## config.mk

```make
export PLATFORM = sky130hd
export DESIGN_NAME = binary_row_run_extractor
export DESIGN_NICKNAME = d
export VERILOG_FILES = /design/src/design/brre_pkg.sv /design/src/design/brre_cfg.sv /design/src/design/brre_core.sv /design/src/design/brre_outreg.sv /design/src/design/binary_row_run_extractor.sv
export SDC_FILE = /design/constraint.sdc
export NUM_CORES = 1
export LEC_CHECK = 0
export ABC_AREA = 1
export CORE_MARGIN = 5
export CORE_UTILIZATION = 50
export CTS_CLUSTER_SIZE = 40
export DETAILED_ROUTE_END_ITERATION = 8
export DONT_BUFFER_PORTS = 1
export PLACE_DENSITY = 0.63
export SKIP_LAST_GASP = 1
export SLEW_MARGIN = 20
export SYNTH_ARGS = -nofsm -noshare
export SYNTH_HDL_FRONTEND = slang
export SYNTH_HIERARCHICAL = 1
export SYNTH_SLANG_ARGS = --single-unit
```

## constraint.sdc

```tcl
create_clock -name clk -period 5.32 [get_ports clk]
set_input_delay 1.064 -clock clk [delete_from_list [all_inputs] [get_ports clk]]
set_output_delay 1.064 -clock clk [all_outputs]
set_load 0.05 [all_outputs]
```

## src/design/brre_pkg.sv

```systemverilog
// Package for the binary row run extractor.
// Holds field widths, register indexes and the result record type.
// Used by every module of the block; depends on nothing.
package brre_pkg;

  localparam int PIX_W    = 8;
  localparam int SEG_W    = 10;
  localparam int MINW_W   = 11;
  localparam int SKIP_W   = 10;
  localparam int GAP_W    = 11;
  localparam int CFG_W    = 11;
  localparam int CFG_IDX_W = 1;

  localparam logic [GAP_W-1:0] GAP_MAX = {GAP_W{1'b1}};

  localparam logic [CFG_IDX_W-1:0] REG_MIN_WIDTH = 1'b0;
  localparam logic [CFG_IDX_W-1:0] REG_MAX_SKIP  = 1'b1;

  localparam logic [MINW_W-1:0] MIN_WIDTH_RESET = 11'd1;
  localparam logic [SKIP_W-1:0] MAX_SKIP_RESET  = 10'd0;

  typedef struct packed {
    logic             has_segment;
    logic [SEG_W-1:0] seg_start;
    logic [SEG_W-1:0] seg_end;
    logic             row_end;
  } result_t;

endpackage

```

## src/design/brre_cfg.sv

```systemverilog
// Configuration registers of the run extractor: min_width and max_skip.
// Depends on brre_pkg for widths, reset values and register indexes.
module brre_cfg (
  input  logic                           clk,
  input  logic                           rst,
  input  logic                           cfg_we,
  input  logic [brre_pkg::CFG_IDX_W-1:0] cfg_index,
  input  logic [brre_pkg::CFG_W-1:0]     cfg_data,
  output logic [brre_pkg::MINW_W-1:0]    min_width,
  output logic [brre_pkg::SKIP_W-1:0]    max_skip
);

  always_ff @(posedge clk) begin
    if (rst) begin
      min_width <= brre_pkg::MIN_WIDTH_RESET;
      max_skip  <= brre_pkg::MAX_SKIP_RESET;
    end else if (cfg_we) begin
      case (cfg_index)
        brre_pkg::REG_MIN_WIDTH: min_width <= cfg_data[brre_pkg::MINW_W-1:0];
        brre_pkg::REG_MAX_SKIP:  max_skip  <= cfg_data[brre_pkg::SKIP_W-1:0];
        default: ;
      endcase
    end
  end

endmodule

```

## src/design/brre_core.sv

```systemverilog
// Input register, run state and per-pixel run logic of the extractor.
// Produces at most one result record per item. Depends on brre_pkg.
module brre_core #(
  parameter int MAX_WIDTH = 1024
) (
  input  logic                        clk,
  input  logic                        rst,
  input  logic [brre_pkg::PIX_W-1:0]  pixel,
  input  logic                        row_last,
  input  logic                        pixel_valid,
  output logic                        pixel_ready,
  input  logic [brre_pkg::MINW_W-1:0] min_width,
  input  logic [brre_pkg::SKIP_W-1:0] max_skip,
  input  logic                        out_free,
  output logic                        res_load,
  output brre_pkg::result_t           res
);

  localparam int COL_W = $clog2(MAX_WIDTH);
  localparam int BASE_W = (COL_W > brre_pkg::GAP_W) ? COL_W : brre_pkg::GAP_W;
  localparam int SW = BASE_W + 2;
  localparam logic [COL_W-1:0] COL_MAX = COL_W'(MAX_WIDTH - 1);

  // Input stage.
  logic s1_valid;
  logic s1_fg;
  logic s1_last;

  // Run state.
  logic                       in_run;
  logic [COL_W-1:0]           run_start;
  logic [brre_pkg::GAP_W-1:0] gap_count;
  logic [COL_W-1:0]           column;

  logic                       adv;
  logic                       in_run_next;
  logic [COL_W-1:0]           run_start_next;
  logic [brre_pkg::GAP_W-1:0] gap_count_next;
  logic                       close_emit;
  logic                       flush_emit;
  logic                       emit;
  logic [SW-1:0]              x_w;
  logic [SW-1:0]              rs_w;
  logic [SW-1:0]              gap_w;
  logic [SW-1:0]              last_fg_w;

  assign adv         = s1_valid && out_free;
  assign pixel_ready = !s1_valid || out_free;

  always_ff @(posedge clk) begin
    if (rst) begin
      s1_valid <= 1'b0;
    end else if (pixel_ready) begin
      s1_valid <= pixel_valid;
    end
  end

  always_ff @(posedge clk) begin
    if (pixel_ready && pixel_valid) begin
      s1_fg   <= (pixel != '0);
      s1_last <= row_last;
    end
  end

  assign x_w = SW'(column);

  always_comb begin
    in_run_next    = in_run;
    run_start_next = run_start;
    gap_count_next = gap_count;
    close_emit     = 1'b0;
    if (in_run) begin
      if (!s1_fg) begin
        if (gap_count < brre_pkg::GAP_MAX) begin
          gap_count_next = gap_count + 1'b1;
        end
        // The gap has outgrown the bridging limit, so the run closes here.
        if (gap_count_next > brre_pkg::GAP_W'(max_skip)) begin
          close_emit  = (x_w - SW'(run_start)) >= SW'(min_width);
          in_run_next = 1'b0;
        end
      end else begin
        gap_count_next = '0;
      end
    end else if (s1_fg) begin
      run_start_next = column;
      in_run_next    = 1'b1;
      gap_count_next = '0;
    end
  end

  assign rs_w  = SW'(run_start_next);
  assign gap_w = SW'(gap_count_next);
  assign flush_emit = s1_last && in_run_next &&
                      ((x_w + SW'(1) - rs_w) >= SW'(min_width));
  assign emit = close_emit || flush_emit;

  // Last foreground column; falls back to the run start once the column
  // has saturated and the gap reaches past it.
  assign last_fg_w = (x_w >= rs_w + gap_w) ? (x_w - gap_w) : rs_w;

  assign res_load        = adv && (emit || s1_last);
  assign res.has_segment = emit;
  assign res.seg_start   = emit ? rs_w[brre_pkg::SEG_W-1:0] : '0;
  assign res.seg_end     = emit ? last_fg_w[brre_pkg::SEG_W-1:0] : '0;
  assign res.row_end     = s1_last;

  always_ff @(posedge clk) begin
    if (rst) begin
      in_run    <= 1'b0;
      run_start <= '0;
      gap_count <= '0;
      column    <= '0;
    end else if (adv) begin
      if (s1_last) begin
        in_run    <= 1'b0;
        run_start <= '0;
        gap_count <= '0;
        column    <= '0;
      end else begin
        in_run    <= in_run_next;
        run_start <= run_start_next;
        gap_count <= gap_count_next;
        if (column < COL_MAX) begin
          column <= column + 1'b1;
        end
      end
    end
  end

endmodule

```

## src/design/brre_outreg.sv

```systemverilog
// Result register of the run extractor, holding one item for the consumer.
// Depends on brre_pkg for the result record type.
module brre_outreg (
  input  logic                        clk,
  input  logic                        rst,
  input  logic                        res_load,
  input  brre_pkg::result_t           res,
  output logic                        out_free,
  output logic                        result_valid,
  input  logic                        result_ready,
  output logic                        has_segment,
  output logic [brre_pkg::SEG_W-1:0]  seg_start,
  output logic [brre_pkg::SEG_W-1:0]  seg_end,
  output logic                        row_end
);

  brre_pkg::result_t held;

  assign out_free = !result_valid || result_ready;

  always_ff @(posedge clk) begin
    if (rst) begin
      result_valid <= 1'b0;
    end else if (out_free) begin
      result_valid <= res_load;
    end
  end

  always_ff @(posedge clk) begin
    if (out_free && res_load) begin
      held <= res;
    end
  end

  assign has_segment = held.has_segment;
  assign seg_start   = held.seg_start;
  assign seg_end     = held.seg_end;
  assign row_end     = held.row_end;

endmodule

```

## src/design/binary_row_run_extractor.sv

```systemverilog
// Binary row run extractor: finds gap-bridged foreground runs in pixel rows.
// A result passes through the input register and then the result register
// before it is offered to the consumer.
// Throughput: one item per cycle; the input register and result register
// both advance whenever the result register is empty or being taken.
// Reset (synchronous, rst high) clears the run state, the column counter and
// both valid flags, and sets min_width to 1 and max_skip to 0.
module binary_row_run_extractor #(
  parameter int MAX_WIDTH = 1024
) (
  input  logic                           clk,
  input  logic                           rst,
  input  logic                           cfg_we,
  input  logic [brre_pkg::CFG_IDX_W-1:0] cfg_index,
  input  logic [brre_pkg::CFG_W-1:0]     cfg_data,
  input  logic [brre_pkg::PIX_W-1:0]     pixel,
  input  logic                           row_last,
  input  logic                           pixel_valid,
  output logic                           pixel_ready,
  output logic                           has_segment,
  output logic [brre_pkg::SEG_W-1:0]     seg_start,
  output logic [brre_pkg::SEG_W-1:0]     seg_end,
  output logic                           row_end,
  output logic                           result_valid,
  input  logic                           result_ready
);

  logic [brre_pkg::MINW_W-1:0] min_width;
  logic [brre_pkg::SKIP_W-1:0] max_skip;
  logic                        out_free;
  logic                        res_load;
  brre_pkg::result_t           res;

  brre_cfg u_cfg (
    .clk       (clk),
    .rst       (rst),
    .cfg_we    (cfg_we),
    .cfg_index (cfg_index),
    .cfg_data  (cfg_data),
    .min_width (min_width),
    .max_skip  (max_skip)
  );

  brre_core #(
    .MAX_WIDTH (MAX_WIDTH)
  ) u_core (
    .clk         (clk),
    .rst         (rst),
    .pixel       (pixel),
    .row_last    (row_last),
    .pixel_valid (pixel_valid),
    .pixel_ready (pixel_ready),
    .min_width   (min_width),
    .max_skip    (max_skip),
    .out_free    (out_free),
    .res_load    (res_load),
    .res         (res)
  );

  brre_outreg u_out (
    .clk          (clk),
    .rst          (rst),
    .res_load     (res_load),
    .res          (res),
    .out_free     (out_free),
    .result_valid (result_valid),
    .result_ready (result_ready),
    .has_segment  (has_segment),
    .seg_start    (seg_start),
    .seg_end      (seg_end),
    .row_end      (row_end)
  );

endmodule

```

==> out/metrics.cfg, run 1 <==
[finish]
n_fill_cell = 1418
utilization_pct = 54.0
syn2layout_area_growth_pct = 6.54
num-nets-final = 1108
antennaDiodeCount = 0
drive_gt1_share_pct = 9.21

[die]
ios = 50
dieWidth_um = 128
die_area_sq_mm = 0.0164
rows = 43
die_y_um = 128
initial_core_util_pct = 50.7
core_area_sq_mm = 0.0138

[pwr]
vdd_drop_max_uv = 249
p_comb_share_pct = 19.0
p_leak_nw = 3.60
swShare_pct = 29.4
seqPwrFrac_pct = 42.4
power.density_mw_per_mm2 = 214
clkPwrFrac_pct = 38.6
power.internal_w = 0.00112
switchingPower_w = 0.000468

[drt]
detail_route.iter0.violations = 381
num_vias = 6145
ant_nets = 0
viasPerCell = 5.26
routed_wirelength_um = 17800
wl_per_cell_um = 15.3
drc = 0
dr.pass1.iters = 6

[worst_setup_path]
reg2reg_from = u_core/in_run
crit_required_ps = 5400
startpoint_type = flip-flop
path_class = reg -> reg
endpoint_kind = flip-flop
crit_path_max_fanout = 20
critPathMostFrequentCell = nand2_1
slowest_delay_ps = 590
cp.arrival_ps = 4780
crit_start = u_core/in_run
slowest_stage = dfxtp_1

[global_routing]
grt_pass1_vias = 5715
grt_usage_pct = 22.5
antenna_found_initial = 0
grt_pass1_wl_um = 29200
grt_max_degree = 40
grt-ovfl-total = 0

[sta]
max_freq_ghz = 0.213
worst_pin_slew_ps = 921
fin_crit_ps = 4700
final_max_slew_viol_count = 0
setup_viol = 0
fin_worst_skew_ps = 6.99
rsz0062_at_grt = false
fin_crit_sh_pct = 88.4
slew_headroom_pct = 38.5
tns_ps = 0
final_hold_viol_count = 0

[synth]
synthCells = 985
syn_area_sq_mm = 0.00698
ys_warn_count = 6
ys_ff_latch = 79
synth.distinct_cells = 42
synthAdderAreaFrac_pct = 18.3
synth_edf_count = 24
avgSynthCellArea_sq_um = 7.09
synth_top_area_cell = ha_1
synth.area.mux_share_pct = 0
async_flop_share_pct = 0
synth_xor_area_share_pct = 4.63
synthDominantCellAreaShare_pct = 16.9
synth_top_family_by_area = simple AND/OR/NAND/NOR gates
synth.yosys.seq_area_share_pct = 26.1
synthFlopType = dfxtp_1
synthTopCellsByArea = ha_1, dfxtp_1, nand2_1, edfxtp_1, inv_1
yosys.area_share.simple_pct = 28.4
synth_nets = 1110
synth-compound-area-share_pct = 11.7

[flow_run]
cap_violations = 0

[clock_tree]
cts_tree = yes
cts_hold_buf = 0
clk_pin_slew_ps = 60
root_buffer = clkbuf_16
htreeDepth = 3
cts.sinks = 79
clock_path_buffers = 2
insertion_delay_ps = 350
cts-buffers-inserted = 9

[status]
status = finished, final reports clean

[hold_path]
hold_class = reg -> reg
min_from = u_cfg/max_skip[9]

[placed_design]
post-dp-hpwl_um = 14400
portBuffers = 0
gp_congestion = 0.908

-- state kept, by name, summed over array words and instances (netlist names) --
| register | count |
|---|---|
| u_cfg/max_skip | 10 |
| u_cfg/min_width | 11 |
| u_core/column | 10 |
| u_core/gap_count | 11 |
| u_core/in_run | 1 |
| u_core/run_start | 10 |
| u_core/s1_fg | 1 |
| u_core/s1_last | 1 |
| u_core/s1_valid | 1 |
| u_out/has_segment | 1 |
| u_out/result_valid | 1 |
| u_out/row_end | 1 |
| u_out/seg_end | 10 |
| u_out/seg_start | 10 |
-- per-stage QoR --
| stage | setup slack, ps | hold slack [ps] | cell area, sq um | std cells | total power [W] |
|---|---|---|---|---|---|
| after floorplan | 1180 | 441 | 6980 | 985 | 0.000932 |
| after global placement | 529 | 445 | 7130 | 1152 | 0.000986 |
| after detailed placement | 499 | 448 | 7130 | 1152 | 0.000989 |
| after CTS | 474 | 457 | 7430 | 1168 | 0.00161 |
| after global routing | 175 | 477 | 7440 | 1168 | 0.00169 |
| final | 618 | 456 | 7440 | 1168 | 0.00159 |
-- cells in the final DEF, fill, tap and decap left out, types with 2 or more instances in the layout --
cell,instances
nand2_2,9
clkbuf_8,2
inv_1,150
a31oi_1,3
fa_1,5
nor2_2,22
inv_2,8
o31ai_1,4
buf_4,12
nor3_1,13
clkbuf_16,10
nand3b_1,5
edfxtp_1,24
dfxtp_1,55
xor2_1,24
xnor2_1,11
clkinv_2,2
nor2_4,3
or2_2,2
o21ai_0,34
nand4_1,19
nor4_1,5
a21oi_2,4
nand3_1,41
a21o_1,5
nand3_2,11
o21a_1,2
a21oi_1,93
ha_1,94
nor2_1,73
nand2_1,231
-- cell families after synthesis --
family | count (synthesis)
AO/OA/AOI/OAI | 151
adder cells (fa/ha/maj) | 99
flip-flops | 79
XOR/XNOR | 36
buffers and inverters | 183
AND/OR/NAND/NOR | 437
-- power groups by stage --
stage	logic [W]	clock network, W	registers, W
3_5_place_dp	0.000300	0	0.000689
4_1_cts	0.000303	0.000632	0.000676
5_1_grt	0.000350	0.000662	0.000678
3_3_place_gp	0.000298	0	0.000688
6_report	0.000302	0.000615	0.000676
2_1_floorplan	0.000249	0	0.000684
-- final timing paths --
path                                     endpoint  slack, ps  cells after the start
worst max register to register   u_out/seg_end[5]        620                     25
worst min-delay path            u_cfg/max_skip[9]        460                      2
worst max-delay path             u_out/seg_end[5]        620                     25
worst min register to register  u_cfg/max_skip[9]        460                      2
-- synth_stat cells, drive strengths merged (5+ instances only) --
library cell  count
buf              11
nor2             98
nand3            53
nor4              5
o21ai            35
fa                5
nand2           241
a21oi            97
edfxtp           24
xnor2            11
nand4            19
clkbuf           14
xor2             25
nand3b            5
nor3             13
a21o              5
dfxtp            55
ha               94
inv             158
-- critical path: cells and delay by family (launching register included) --
family / cells / cell delay [ps]
DFF: 1 / 590
xor gates and xnor gates: 1 / 190
buffers and inverters: 5 / 870
adders and majority gates: 4 / 1100
and+or+nand+nor: 12 / 1110
AOI/OAI and AO/OA: 3 / 550
-- final cells by class --
| type | instances | area [sq um] | share of cell area (%) |
|---|---|---|---|
| well taps | 180 | 225 | 3.03 |
| multi-input cells | 723 | 4400 | 59.2 |
| inverters | 158 | 593 | 7.98 |
| repair buffers | 12 | 90.1 | 1.21 |
| clock buffers | 12 | 278 | 3.74 |
| clock inverters | 4 | 25.0 | 0.337 |
| flip-flops and latches | 79 | 1820 | 24.5 |
-- routing by layer --
metal  routed length [um]  share of wire (%)  up-vias  track usage (%)
li1                     -                  -     3195                -
met1                 8360                 47     2773             30.5
met2                 8250                 46      162             36.7
met3                 1060                5.9       15             5.21
met4                  175               0.98        0             4.99
met5                    0                  0        -                0
-- what timing repair did --
item,CTS,global route
setup endpoints to repair,0,8
gates resized for setup,0,1
setup buffers,0,0
Note: power is estimated with default switching activity, not from simulation.
==> run 2, diff against run 1 <==
--- a/config.mk
+++ b/config.mk
@@ -6,12 +6,11 @@
 export NUM_CORES = 1
 export LEC_CHECK = 0
 export ABC_AREA = 1
-export CORE_MARGIN = 5
+export CORE_MARGIN = 2
 export CORE_UTILIZATION = 50
 export CTS_CLUSTER_SIZE = 40
 export DETAILED_ROUTE_END_ITERATION = 8
 export DONT_BUFFER_PORTS = 1
-export PLACE_DENSITY = 0.63
 export SKIP_LAST_GASP = 1
 export SLEW_MARGIN = 20
 export SYNTH_ARGS = -nofsm -noshare
==> out/metrics.cfg, run 2 (synthesized netlist as in run 1, its figures left out) <==
[clock_tree]
root_buffer = clkbuf_16
cts_setup_buffers = 0  ; unchanged
cts_hold_buf = 0  ; unchanged
cts_resized = 0  ; unchanged
cts.sinks = 79  ; unchanged
cts_tree = yes
clk_pin_slew_ps = 60  ; about the same
insertion_delay_ps = 350  ; about the same
clock_path_buffers = 2  ; unchanged
cts-buffers-inserted = 9  ; unchanged
htreeDepth = 3  ; unchanged

[sta]
rsz0062_at_grt = false
tns_ps = 0  ; unchanged
final_hold_viol_count = 0  ; unchanged
max_freq_ghz = 0.208  ; -2.2%
fin_crit_ps = 4810  ; +105 ps
fin_worst_skew_ps = 9.29  ; +2.31 ps
final_max_slew_viol_count = 0  ; unchanged
fin_crit_sh_pct = 90.4  ; +2.0 points
worst_pin_slew_ps = 814  ; -106 ps
slew_headroom_pct = 45.1  ; +6.7 points
fin_ws_ps = 513  ; -105 ps
setup_viol = 0  ; unchanged

[worst_setup_path]
startpoint_type = flip-flop
path_class = reg -> reg
cp.arrival_ps = 4880  ; +100 ps
reg2reg_setup_slack_ps = 510  ; -100 ps
crit_path_max_fanout = 20  ; unchanged
reg2reg_from = u_core/in_run
r2r_end = u_out/seg_end[4]
crit_required_ps = 5400  ; about the same
endpoint_kind = flip-flop
slowest_delay_ps = 590  ; about the same
rr_worst_depth = 26  ; +4.0%
slowest_stage = dfxtp_1
critPathMostFrequentCell = nand2_1

[drt]
dr_wl_met2_um = 7950  ; -3.6%
viasPerCell = 5.22  ; -0.82%
highest_layer = met4
wl_per_cell_um = 15.1  ; -1.3%
wl_met1_um = 8590  ; +2.8%
drc = 0  ; unchanged
dr.pass1.iters = 5  ; -1
routed_wirelength_um = 17600  ; -1.2%
routed-wl-met3_um = 794  ; -25%
num_vias = 6100  ; -0.73%
ant_nets = 0  ; unchanged
detail_route.iter0.violations = 349  ; -8.4%

[finish]
antennaDiodeCount = 0  ; unchanged
n_fill_cell = 1445  ; +1.9%
drive_gt1_share_pct = 9.30  ; +0.092 points
num-nets-final = 1109  ; +0.090%
largestRegisters = u_cfg/min_width: 11 flops, u_core/gap_count: 11 flops
layout_commonest_cell = nand2_1
fin_cells = 1169  ; +0.086%
multi_input_area_sq_mm = 0.00440  ; unchanged
syn2layout_area_growth_pct = 6.22
seq_area_sq_mm = 0.00182  ; unchanged
final_cell_mix = nand2_1, inv_1, ha_1, a21oi_1, nor2_1

[global_routing]
grt_usage_pct = 25.1  ; +2.5 points
antenna_found_initial = 0  ; unchanged
grt-ovfl-total = 0  ; unchanged
grt_pass1_vias = 5788  ; +1.3%
grt_pass1_wl_um = 28600  ; -1.8%
grt_max_degree = 40  ; unchanged

[placed_design]
portBuffers = 0  ; unchanged
place_ws_ps = 357  ; -142 ps
dp_cells = 1153  ; +0.087%
post-dp-hpwl_um = 14200  ; -1.5%
gp_congestion = 0.900  ; -0.92%

[pwr]
clkPwrFrac_pct = 37.1  ; -1.5 points
power.internal_w = 0.00107  ; -4.6%
p_comb_share_pct = 19.4  ; +0.4 points
power.density_mw_per_mm2 = 209  ; -2.2%
seqPwrFrac_pct = 43.5  ; +1.1 points
p_leak_nw = 3.59  ; -0.30%
vdd_drop_max_uv = 189  ; -24%
switchingPower_w = 0.000480  ; +2.4%
swShare_pct = 30.9  ; +1.5 points

[hold_path]
hold_path_depth = 2  ; unchanged
hold_class = reg -> reg
min_to = u_cfg/max_skip[2]
min_from = u_cfg/max_skip[2]

[die]
core_area_sq_mm = 0.0138  ; unchanged
rows = 43  ; unchanged
ios = 50  ; unchanged
die_area_sq_mm = 0.0149  ; -9.1%
initial_core_util_pct = 50.7  ; unchanged
dieWidth_um = 122  ; -4.7%
die_y_um = 122  ; -4.7%

[flow_run]
cap_violations = 0  ; unchanged

[status]
status = finished, final reports clean

-- run 2: changes by cell type in the layout (fill, tap and decap cells not counted), sizes merged --
| cell | previous run | this run |
|---|---|---|
| clkinv | 3 | 5 |
| inv | 159 | 160 |
| buf | 12 | 13 |
| clkbuf | 12 | 9 |
-- run 2: worst max-delay path by stage --
stage / from / cells after the start / slack (ps) / to
finish: u_core/in_run / 26 / 510 / u_out/seg_end[4]
global route: u_core/in_run / 24 / 50 / u_out/seg_end[4]
CTS: u_core/in_run / 26 / 340 / u_out/seg_end[4]
detailed placement: u_core/in_run / 26 / 360 / u_out/seg_end[4]
global placement: u_core/in_run / 26 / 510 / u_out/seg_end[6]
floorplan: u_core/column[0] / 20 / 1180 / u_out/has_segment
-- run 2: power groups by stage --
stage	logic [W]	registers [W]	clock network, W
after CTS	0.000302	0.000675	0.000596
after global routing	0.000351	0.000678	0.000617
final	0.000301	0.000675	0.000577
after detailed placement	0.000300	0.000689	0
after floorplan	0.000249	0.000684	0
after global placement	0.000298	0.000688	0
-- run 2: critical path, delay by kind of cell (launching register included) --
kind            cells  cell delay, ps
fa+ha+maj           4            1130
flops               1             590
buf+inv             6            1000
compound gates      3             530
simple gates       12            1090
xor+xnor            1             180
-- run 2: per-stage QoR --
step / utilization [%] / cell area (sq um) / power [W] / hold WS [ps]
global placement: 51.8 / 7140 / 0.000986 / 446
detailed placement: 51.8 / 7140 / 0.000989 / 449
CTS: 53.8 / 7410 / 0.00157 / 459
finish: 53.8 / 7410 / 0.00155 / 457
floorplan: - / 6980 / 0.000932 / 441
global route: 53.8 / 7410 / 0.00165 / 482
-- run 2: layout make-up --
class / instances / area share [%]
Inverter: 158 / 8.00
Timing Repair Buffer: 13 / 1.32
Clock inverter: 7 / 0.641
Tap cell: 180 / 3.04
Clock buffer: 9 / 3.04
Sequential cell: 79 / 24.6
Multi-Input combinational cell: 723 / 59.4
-- run 2: metal layers --
layer / vias up / GRT usage [%]
met1: 2737 / 34.2
met5: - / 0
met4: 0 / 7.18
met2: 142 / 40.9
met3: 22 / 4.21
li1: 3199 / -
==> run 3, diff against run 2 <==
--- a/config.mk
+++ b/config.mk
@@ -7,10 +7,11 @@
 export LEC_CHECK = 0
 export ABC_AREA = 1
 export CORE_MARGIN = 2
-export CORE_UTILIZATION = 50
+export CORE_UTILIZATION = 59
 export CTS_CLUSTER_SIZE = 40
 export DETAILED_ROUTE_END_ITERATION = 8
 export DONT_BUFFER_PORTS = 1
+export PLACE_DENSITY = 0.78
 export SKIP_LAST_GASP = 1
 export SLEW_MARGIN = 20
 export SYNTH_ARGS = -nofsm -noshare
==> constraint.sdc (replaced) <==
create_clock -name clk -period 4.2 [get_ports clk]
set_input_delay 0.84 -clock clk [delete_from_list [all_inputs] [get_ports clk]]
set_output_delay 0.84 -clock clk [all_outputs]
set_load 0.05 [all_outputs]
==> out/metrics.cfg, run 3 (synthesized netlist as in run 1, its figures left out) <==
[status]
status = finished, final reports clean

[worst_setup_path]
cpLargestDelayFamily = simple AND/OR/NAND/NOR gates
crit_required_ps = 4290  ; -1110 ps
slowest_delay_ps = 340  ; -250 ps
path_buf_inv = 3  ; -3
path_class = reg -> reg
rr_worst_depth = 25  ; -3.8%
cp_num_cells = 25  ; -3.8%
crit_path_max_fanout = 8  ; -60%
endpoint_kind = flip-flop
startpoint_type = flip-flop
critPathMostFrequentCell = nand2_1
slowest_stage = dfxtp_1
cp.arrival_ps = 4000  ; -880 ps

[pwr]
vdd_drop_max_uv = 373  ; +97%
total_power_w = 0.00201  ; +30%
p_leak_nw = 3.69  ; +3.0%
power.density_mw_per_mm2 = 265  ; +26%

[finish]
syn2layout_area_growth_pct = 8.86
num-nets-final = 1130  ; +1.9%
drive_gt1_share_pct = 11.6  ; +2.3 points
final_cell_mix = nand2_1, inv_1, ha_1, a21oi_1, nor2_1
layout_commonest_cell = nand2_1
largestRegisters = u_cfg/min_width: 11 flops, u_core/gap_count: 11 flops
antennaDiodeCount = 0  ; unchanged
fin_cells = 1153  ; -1.4%

[clock_tree]
cts_tree = yes
cts_setup_buffers = 0  ; unchanged
cts.sinks = 79  ; unchanged
root_buffer = clkbuf_16
clock_path_buffers = 2  ; unchanged
clk_pin_slew_ps = 60  ; about the same
cts-buffers-inserted = 9  ; unchanged
insertion_delay_ps = 340  ; about the same
htreeDepth = 3  ; unchanged
cts_hold_buf = 0  ; unchanged

[sta]
final_max_slew_viol_count = 0  ; unchanged
fin_ws_ps = 291  ; -222 ps
fin_worst_skew_ps = 8.29  ; -1.01 ps
worst_pin_slew_ps = 615  ; -199 ps
max_freq_ghz = 0.256  ; +23%
tns_ps = 0  ; unchanged
final_hold_viol_count = 0  ; unchanged
setup_viol = 0  ; unchanged
rsz0062_at_grt = false
fin_crit_ps = 3910  ; -898 ps
hold_slack_ps = 455  ; -2.91 ps
slew_headroom_pct = 58.9  ; +14 points
fin_crit_sh_pct = 93.1  ; +2.7 points

[global_routing]
antenna_found_initial = 0  ; unchanged
grt_pass1_wl_um = 27900  ; -2.6%
grt_max_degree = 40  ; unchanged
grt-ovfl-total = 0  ; unchanged
grt_usage_pct = 27.3  ; +2.2 points
grt_pass1_vias = 5924  ; +2.3%

[drt]
viasPerCell = 5.51  ; +5.5%
num_vias = 6348  ; +4.1%
drc = 0  ; unchanged
highest_layer = met4
dr_wl_met2_um = 7910  ; -0.59%
routed_wirelength_um = 17000  ; -3.6%
routed-wl-met3_um = 1310  ; +64%
dr.pass1.iters = 5  ; unchanged
wl_per_cell_um = 14.7  ; -2.3%
detail_route.iter0.violations = 484  ; +39%
ant_nets = 0  ; unchanged
wl_met1_um = 7520  ; -12%

[placed_design]
post-dp-hpwl_um = 13500  ; -4.9%
place_ws_ps = -55.2  ; -412 ps
dp_cells = 1137  ; -1.4%
gp_congestion = 0.945  ; +5.0%
portBuffers = 0  ; unchanged

[hold_path]
hold_class = reg -> reg
hold_path_depth = 2  ; unchanged

[die]
die_y_um = 113  ; -7.7%
dieWidth_um = 113  ; -7.7%
rows = 39  ; -9.3%
core_area_sq_mm = 0.0115  ; -17%
ios = 50  ; unchanged
initial_core_util_pct = 60.9  ; +10 points
die_area_sq_mm = 0.0127  ; -15%

[flow_run]
cap_violations = 0  ; unchanged

## run 3: changes by cell type in the layout (fill, tap and decap cells not counted), moves of 2 or more
cell,delta
buf_4,+18
o21ai_0,-6
o21ai_1,+5
dfxtp_1,-4
dfxtp_2,+4
clkinv_1,+3
clkinv_2,-3
buf_12,+2
clkbuf_1,+2
clkinv_4,-2
## run 3: final cells by class
type / instances / area [sq um]
Sequential cell: 79 / 1830
Fill cell: 964 / 3870
Inverter: 158 / 593
Clock buffer: 11 / 233
Clock inverter: 5 / 48.8
Timing Repair Buffer: 34 / 284
Multi-Input combinational cell: 723 / 4430
Tap cell: 143 / 179
## run 3: through the flow
stage                     area [sq um]  util [%]
final                             7600      66.3
after global routing              7600      66.3
after CTS                         7560      65.9
after detailed placement          7270      63.4
after global placement            7270      63.4
after floorplan                   6980         -
## run 3: where the power goes
group | switching, W | internal, W | total, W | leakage, nW
combinational | 0.000247 | 0.000159 | 0.000406 | 2.89
clock | 0.000298 | 0.000454 | 0.000752 | 0.132
sequential | 0.0000410 | 0.000813 | 0.000854 | 0.668
total | 0.000586 | 0.00143 | 0.00201 | 3.69
## run 3: what timing repair did
action / 4_1_cts / 5_1_grt
gates resized for setup: 1 / 18
hold endpoints to repair: 0 / 0
setup endpoints to repair: 10 / 20
## run 3: metal layers
metal	track usage, %	vias up
met5	0	-
met4	6.59	0
met3	5.46	25
met2	46.0	235
met1	36.2	2849
li1	-	3239
## run 3: final timing paths
kind / end / from / slack (ps)
worst max-delay path: u_out/seg_end[2] / u_core/gap_count[7] / 290
worst max register to register: u_out/seg_end[2] / u_core/gap_count[7] / 290
worst min register to register: u_cfg/max_skip[6] / u_cfg/max_skip[6] / 450
worst min-delay path: u_cfg/max_skip[6] / u_cfg/max_skip[6] / 450
## run 3: worst register-to-register path: stages, from the launching register on
cell and delay, ps:
dfxtp_1 340, nand2_1 140, nor2_4 60, nand3_4 70, buf_4 160, o21ai_0 140
or2_2 300, nand2_1 130, inv_1 90, ha_1 330, a21oi_1 150, nand2_1 120
a21oi_1 160, nor2_1 60, nor2_1 110, xor2_1 80, ha_1 310, a21oi_1 70
o31a_1 230, nand2_1 60, nand2_1 80, nand2_4 110, buf_4 140, nand4_1 90
nand2_1 100, nor2_1 40
